`config.mk`:
```
export PLATFORM = sky130hd
export DESIGN_NAME = bmhq_ctrl
export DESIGN_NICKNAME = d
export VERILOG_FILES = /design/src/bmhq_pkg.sv /design/src/bmhq_ctrl.sv
export SDC_FILE = /design/constraint.sdc
export NUM_CORES = 1
export LEC_CHECK = 0
export ABC_AREA = 1
export BUFFER_PORTS_ARGS = -buffer_cell sky130_fd_sc_hd__buf_2
export CAP_MARGIN = 10
export CORE_UTILIZATION = 43
export DETAILED_ROUTE_END_ITERATION = 16
export GPL_ROUTABILITY_DRIVEN = 0
export PLACE_DENSITY = 0.74
export SLEW_MARGIN = 20
export SYNTH_ARGS = -nofsm -noshare
export SYNTH_HDL_FRONTEND = slang
export SYNTH_SLANG_ARGS = --single-unit
```
`constraint.sdc`:
```
create_clock -name clk_i -period 1.2 [get_ports clk_i]
set_input_delay 0.24 -clock clk_i [delete_from_list [all_inputs] [get_ports clk_i]]
set_output_delay 0.24 -clock clk_i [all_outputs]
set_load 0.1 [all_outputs]
```
`src/bmhq_pkg.sv`:
```
// Package for the heap queue: sizes, operation and status codes, control types.
`timescale 1ns / 1ps

package bmhq_pkg;

  // Heap geometry
  localparam int CAPACITY = 128;
  localparam int ADDR_W   = $clog2(CAPACITY);
  localparam int COUNT_W  = $clog2(CAPACITY + 1);
  // child index of the deepest node needs two more bits than an address
  localparam int CIDX_W   = ADDR_W + 2;

  // Beat field widths
  localparam int KEY_W    = 32;
  localparam int MODE_W   = 2;
  localparam int POS_W    = 7;
  localparam int STATUS_W = 2;
  localparam int ENTRY_W  = 8;
  localparam int CMP_W    = (POS_W > COUNT_W) ? POS_W : COUNT_W;

  // Operation codes
  localparam logic [MODE_W-1:0] MODE_INSERT = MODE_W'(0);
  localparam logic [MODE_W-1:0] MODE_DELETE = MODE_W'(1);
  localparam logic [MODE_W-1:0] MODE_UPDATE = MODE_W'(2);

  // Status codes
  localparam logic [STATUS_W-1:0] ST_OK     = STATUS_W'(0);
  localparam logic [STATUS_W-1:0] ST_FULL   = STATUS_W'(1);
  localparam logic [STATUS_W-1:0] ST_EMPTY  = STATUS_W'(2);
  localparam logic [STATUS_W-1:0] ST_BADPOS = STATUS_W'(3);

  // One datapath step per cycle
  typedef enum logic [3:0] {
    DP_NONE,
    DP_CLEAR,      // clear removed value (error or no-op beats)
    DP_INS_START,  // hole at the tail, key from the beat, count up
    DP_UPD_START,  // hole at the given position, key from the beat
    DP_DEL_READ,   // read root and last entry
    DP_DEL_START,  // take the root, last entry becomes the key, count down
    DP_UP_READ,    // read the parent of the hole
    DP_UP_MOVE,    // parent moves down into the hole
    DP_DN_READ,    // read both children of the hole
    DP_DN_MOVE,    // larger child moves up into the hole
    DP_PLACE,      // key lands in the hole
    DP_RESULT      // load the result register
  } dp_op_e;

  typedef struct packed {
    dp_op_e              op;
    logic [STATUS_W-1:0] status;
  } dp_cmd_t;

  typedef struct packed {
    logic full;
    logic empty;
    logic pos_bad;
    logic at_root;
    logic up_gt;
    logic dn_move;
  } dp_sts_t;

endpackage

```
`src/bmhq_ctrl.sv`:
```
// Heap controller: operation sequencing and response handshake.
`timescale 1ns / 1ps

module bmhq_ctrl
  import bmhq_pkg::*;
(
  input  logic              clk_i,
  input  logic              rst_ni,
  input  logic              req_valid_i,
  input  logic [MODE_W-1:0] req_mode_i,
  output logic              req_ready_o,
  output logic              rsp_valid_o,
  input  logic              rsp_ready_i,
  input  dp_sts_t           sts_i,
  output dp_cmd_t           cmd_o
);

  localparam logic [2:0] S_IDLE   = 3'd0;
  localparam logic [2:0] S_UP_RD  = 3'd1;
  localparam logic [2:0] S_UP_CMP = 3'd2;
  localparam logic [2:0] S_DEL_LD = 3'd3;
  localparam logic [2:0] S_DN_RD  = 3'd4;
  localparam logic [2:0] S_DN_CMP = 3'd5;
  localparam logic [2:0] S_FIN    = 3'd6;

  logic [2:0]          state_q, state_d;
  logic [STATUS_W-1:0] status_q, status_d;
  logic                upd_q, upd_d;
  logic                rsp_valid_q, rsp_valid_d;

  assign req_ready_o = state_q == S_IDLE;
  assign rsp_valid_o = rsp_valid_q;

  // Next state and datapath step
  always_comb begin
    state_d       = state_q;
    status_d      = status_q;
    upd_d         = upd_q;
    cmd_o.op      = DP_NONE;
    cmd_o.status  = status_q;
    case (state_q)
      S_IDLE: begin
        if (req_valid_i) begin
          status_d = ST_OK;
          upd_d    = 1'b0;
          state_d  = S_FIN;
          cmd_o.op = DP_CLEAR;
          case (req_mode_i)
            MODE_INSERT: begin
              if (sts_i.full) begin
                status_d = ST_FULL;
              end else begin
                cmd_o.op = DP_INS_START;
                state_d  = S_UP_RD;
              end
            end
            MODE_DELETE: begin
              if (sts_i.empty) begin
                status_d = ST_EMPTY;
              end else begin
                cmd_o.op = DP_DEL_READ;
                state_d  = S_DEL_LD;
              end
            end
            MODE_UPDATE: begin
              if (sts_i.pos_bad) begin
                status_d = ST_BADPOS;
              end else begin
                cmd_o.op = DP_UPD_START;
                upd_d    = 1'b1;
                state_d  = S_UP_RD;
              end
            end
            default: begin
              status_d = ST_OK;
            end
          endcase
        end
      end
      S_UP_RD: begin
        if (!sts_i.at_root) begin
          cmd_o.op = DP_UP_READ;
          state_d  = S_UP_CMP;
        end else if (upd_q) begin
          // root has no parent: an update there always sifts down
          state_d = S_DN_RD;
        end else begin
          cmd_o.op = DP_PLACE;
          state_d  = S_FIN;
        end
      end
      S_UP_CMP: begin
        if (sts_i.up_gt) begin
          cmd_o.op = DP_UP_MOVE;
          upd_d    = 1'b0;
          state_d  = S_UP_RD;
        end else if (upd_q) begin
          state_d = S_DN_RD;
        end else begin
          cmd_o.op = DP_PLACE;
          state_d  = S_FIN;
        end
      end
      S_DEL_LD: begin
        cmd_o.op = DP_DEL_START;
        state_d  = S_DN_RD;
      end
      S_DN_RD: begin
        cmd_o.op = DP_DN_READ;
        state_d  = S_DN_CMP;
      end
      S_DN_CMP: begin
        if (sts_i.dn_move) begin
          cmd_o.op = DP_DN_MOVE;
          state_d  = S_DN_RD;
        end else begin
          cmd_o.op = DP_PLACE;
          state_d  = S_FIN;
        end
      end
      S_FIN: begin
        // hold until the result register is free
        if (!rsp_valid_q || rsp_ready_i) begin
          cmd_o.op = DP_RESULT;
          state_d  = S_IDLE;
        end
      end
      default: begin
        state_d = S_IDLE;
      end
    endcase
  end

  // Response valid
  always_comb begin
    rsp_valid_d = rsp_valid_q;
    if (rsp_ready_i) begin
      rsp_valid_d = 1'b0;
    end
    if (cmd_o.op == DP_RESULT) begin
      rsp_valid_d = 1'b1;
    end
  end

  always_ff @(posedge clk_i or negedge rst_ni) begin
    if (!rst_ni) begin
      state_q     <= S_IDLE;
      status_q    <= ST_OK;
      upd_q       <= 1'b0;
      rsp_valid_q <= 1'b0;
    end else begin
      state_q     <= state_d;
      status_q    <= status_d;
      upd_q       <= upd_d;
      rsp_valid_q <= rsp_valid_d;
    end
  end

  // Checks
  a_no_overwrite: assert property (@(posedge clk_i) disable iff (!rst_ni)
    cmd_o.op == DP_RESULT |-> (!rsp_valid_q || rsp_ready_i))
    else $error("result register overwritten while a beat is pending");

  a_rsp_hold: assert property (@(posedge clk_i) disable iff (!rst_ni)
    rsp_valid_o && !rsp_ready_i |=> rsp_valid_o)
    else $error("response beat dropped before it was taken");

  a_state_legal: assert property (@(posedge clk_i) disable iff (!rst_ni)
    state_q <= S_FIN)
    else $error("controller in an unused state");

endmodule

```
==> flow_summary.yaml, run 1 <==
logic_synthesis:
  synthTopCellsByArea: "dfrtp_1, nand3_1, nand2_1, inv_1, nor2_1"
  synth-seq-cells: 7
  syn-instance-count: 91
  synth_nets: 103
  synth_edf_count: 0
  synth.most_common_cell: "nand2_1"
  synth_area_um2: 598.1
  postSynthAreaPerCell_um2: 6.572
  ys_types: 22
  ys.warnings.count: 0
  synth.largest_area_cell: "dfrtp_1"
  netlist_top_cells_count: "nand2_1, nand3_1, inv_1, nor2_1, dfrtp_1"
  ys_seq_area_frac: 0.2929
  synth_async_sr_flop_share: 1.000
  synth_top_area_share: 0.2929
  ys.flop_type: "dfrtp_1"
outcome:
  tool.error: "[ERROR GRT-0232] Routing congestion too high. Check the congestion heatmap in the GUI."
  status: "aborted with a tool error"
  lastStage: "global routing (5_1_grt)"
placed_design:
  place_area_um2: 1080
  port_buffers: 19
  dp_hpwl_um: 1741
floorplan:
  rows: 13
  initial_core_util: 0.4596
  io_pins: 20
  die_w_um: 39.30
  die_height_um: 39.30
clock_network:
  htreeDepth: 1
  cts_root_buffer: "clkbuf_4"
  cts.sinks: 7
  cts_buffer_depth: 2
  cts_buffers: 3
grt:
  grt_use_total: 0.7320
  grt_max_degree: 8
  grt_overflow: 34
==> routing by layer <==
layer,GRT usage,overflow
met5,0,0
met4,0.9741,11
met3,0.4886,0
met2,0.9917,23
met1,0.6143,0
==> cells by family after synthesis <==
family | after synthesis | share of synthesized area
AOI/OAI and AO/OA | 13 | 0.1255
buffers and inverters | 16 | 0.1088
DFF | 7 | 0.2929
and+or+nand+nor | 55 | 0.4728
==> stage by stage <==
step           TNS [ps]  utilization  std cells  setup WS, ps  hold WS (ps)
2_1_floorplan     -7481            -         91         -1382        -55.59
4_1_cts           -3053       0.9740        163        -548.0         236.1
3_3_place_gp      -1303       0.8298        153        -281.7         75.95
3_5_place_dp      -1870       0.8298        153        -339.5         77.13
==> repair_timing <==
| action | CTS |
|---|---|
| pin swaps | 13 |
| endpoints found under the setup margin | 12 |
| hold buffers | 1 |
| setup buffers | 16 |
| resized for setup | 29 |
| endpoints found under the hold margin | 7 |
==> inputs of run 2 (changes only) <==
--- a/config.mk
+++ b/config.mk
@@ -8,10 +8,11 @@
 export ABC_AREA = 1
 export BUFFER_PORTS_ARGS = -buffer_cell sky130_fd_sc_hd__buf_2
 export CAP_MARGIN = 10
-export CORE_UTILIZATION = 43
+export CORE_AREA = 2 2 63 65
 export DETAILED_ROUTE_END_ITERATION = 16
+export DIE_AREA = 0 0 65 67
 export GPL_ROUTABILITY_DRIVEN = 0
-export PLACE_DENSITY = 0.74
+export PLACE_DENSITY_LB_ADDON = 0.15
 export SLEW_MARGIN = 20
 export SYNTH_ARGS = -nofsm -noshare
 export SYNTH_HDL_FRONTEND = slang
==> constraint.sdc (replaced) <==
create_clock -name clk_i -period 1.55 [get_ports clk_i]
set_input_delay 0.31 -clock clk_i [delete_from_list [all_inputs] [get_ports clk_i]]
set_output_delay 0.31 -clock clk_i [all_outputs]
set_load 0.1 [all_outputs]
==> run 2 against run 1 <==
Compared with the run above: the flow now finishes, with violations (negative setup slack); synthesized cell count unchanged; synthesized area unchanged.
==> flow_summary.yaml, run 2 <==
logic_synthesis:
  synth_top_area_share: 0.2929
  postSynthAreaPerCell_um2: 6.572
  synth_top_family_by_area: "simple AND/OR/NAND/NOR gates"
  synth_async_sr_flop_share: 1.000
  synth-seq-cells: 7
  netlist_top_cells_count: "nand2_1, nand3_1, inv_1, nor2_1, dfrtp_1"
  synthXorXnorAreaFrac: 0
  syn-instance-count: 91
  ys.warnings.count: 0
  muxShareOfSynthArea: 0
  synth.largest_area_cell: "dfrtp_1"
  ys_seq_area_frac: 0.2929
  synthTopCellsByArea: "dfrtp_1, nand3_1, nand2_1, inv_1, nor2_1"
  synth-adder-area-share: 0
  ys_types: 22
  synth_edf_count: 0
  ys.flop_type: "dfrtp_1"
  yosys.area_share.simple: 0.4728
  synth_compound_area_frac: 0.1255
  synth.most_common_cell: "nand2_1"
  synth_nets: 103
  synth_area_um2: 598.1
grt:
  grt_pass1_wl_um: 3353
  grt_use_total: 0.1020
  grt_pass1_vias: 780
  grt_max_degree: 8
  grt_overflow: 0
  antenna_found_initial: 0
clock_network:
  clock_latency_ps: 230
  htreeDepth: 1
  cts_buffer_depth: 2
  cts.sinks: 7
  path_clk_slew_ps: 40
  cts_root_buffer: "clkbuf_8"
  cts_buffers: 3
  cts_tree: "built"
detailed_routing:
  routedWlPerCell_um: 10.72
  via_per_inst: 4.306
  wl_um: 1930
  ant_nets: 0
  drt-initial-drc-count: 21
  vias: 775
  dr.pass1.iters: 4
  drc_errors: 0
timing:
  setup_ws_ps: -237.6
  relSlewSlack: 0.6752
  maxSlewViolCount: 0
  max_freq_ghz: 0.5594
  min_period_ps: 1788
  finalHoldViolCount: 0
  fin_skew_ps: 1.844
  finalCritPeriodShare: 1.153
  rsz0062_at_grt: "true"
  worst_pin_slew_ps: 490.5
  setup_viol_count_final: 5
  holdWs_ps: 307.8
setup_path:
  startpoint_type: "flop"
  critPathKind: "flop to output port"
  cp.required_ps: 1240
  crit_path_end_kind: "output port"
  crit_fanout: 4
  cp_slowest_stage_delay_ps: 430
  crit_chain: "buf_6 > nor3_4 > nand2_2 > clkinv_4 > nand2_4 > nand4_1 > buf_12"
  critical-path-top-delay-family: "flip-flops"
  critical_path_arrival_ps: 1480
  critPathBufInv: 3
  crit_slowest_cell: "dfrtp_2"
placed_design:
  dp_hpwl_um: 1622
  dp_cells: 170
  port_buffers: 19
cells_and_area:
  insertedDiodeCount: 0
  final_cell_mix: "buf_2, buf_4, nand3_1, nand2_1, inv_1"
  nFillCells: 401
  top_regs: "state_q (3), status_q (2)"
  instances_no_fill: 180
  nets: 145
  largest_reg_flops: 3
  syn2layout_area_growth_pct: 89.75
  regMostFlops: "state_q"
  drive_gt1_frac: 0.5303
hold_path:
  min_path_type: "primary input to flop"
floorplan:
  initial_core_util: 0.1659
  coreArea_um2: 3606
  die_w_um: 65
  die_height_um: 67
  io_pins: 20
  rows: 22
  die_area_um2: 4355
run:
  max-cap-violations: 0
outcome:
  failed_checks: "negative setup slack"
  status: "complete, but fails checks"
-- run 2: cell counts after synthesis --
Identical to the previous run, type by type.
-- run 2: final timing paths --
path                        startpoint          end  slack (ps)  cells past startpoint
hold reg to reg            status_q[1]  status_q[1]         490                      1
min in group asynchronous       rst_ni  status_q[1]         450                      2
max in group asynchronous       rst_ni  rsp_valid_o         920                      2
setup reg to reg            state_q[0]   state_q[2]         100                     10
hold / removal             rsp_ready_i  rsp_valid_o         310                      2
setup / recovery            state_q[1]     cmd_o[3]        -240                      7
-- run 2: cell type report --
| class | count | area, um2 | share of cell area |
|---|---|---|---|
| sequential | 7 | 181.4 | 0.1599 |
| multi-input combinational | 68 | 447.9 | 0.3947 |
| timing repair buffer | 38 | 339.1 | 0.2988 |
| inverter | 15 | 61.31 | 0.05402 |
| tap | 48 | 60.06 | 0.05292 |
| clock buffer | 4 | 45.04 | 0.03969 |
-- run 2: worst register-to-register path: stages (launching register included) --
cell and delay [ps]:
dfrtp_1 400, buf_12 150, buf_4 130, nand4_1 100, nand2_2 70, buf_4 130
buf_4 120, nor2_1 80, nand2_1 60, nand2_1 50, nand2_1 50
-- run 2: logic make-up after synthesis --
| logic type | after synthesis |
|---|---|
| flops | 7 |
| buf+inv | 16 |
| compound gates | 13 |
| simple gates | 55 |
-- run 2: routing by layer --
| layer | vias to the layer above | global-route usage | wire length [um] |
|---|---|---|---|
| met5 | - | 0 | 0 |
| met4 | 0 | 0.06383 | 65 |
| met3 | 8 | 0.02534 | 86 |
| met2 | 20 | 0.1662 | 937 |
| met1 | 363 | 0.1193 | 841 |
| li1 | 384 | - | - |
-- run 2: through the flow --
stage | setup slack [ps] | area [um2] | utilization | TNS [ps]
after global routing | -328.9 | 1135 | 0.3147 | -1362
after floorplan | -1102 | 630.6 | - | -4044
final | -237.6 | 1135 | 0.3147 | -937.7
after detailed placement | -98.28 | 963.4 | 0.2672 | -222.5
after global placement | -102.7 | 963.4 | 0.2672 | -208.3
after CTS | -278.7 | 1097 | 0.3043 | -1094
-- run 2: what timing repair did --
item | in CTS | in global routing
endpoints found under the setup margin | 5 | 6
hold endpoints to repair | 7 | 0
buffers inserted | 6 | 1
gates resized for setup | 13 | 8
pin swaps | 7 | 5
hold buffers | 1 | 0
Power of run 2 is left out: the tool's default activity adds up to more than one toggle a clock period on the data nets, which glitch-free logic cannot reach.
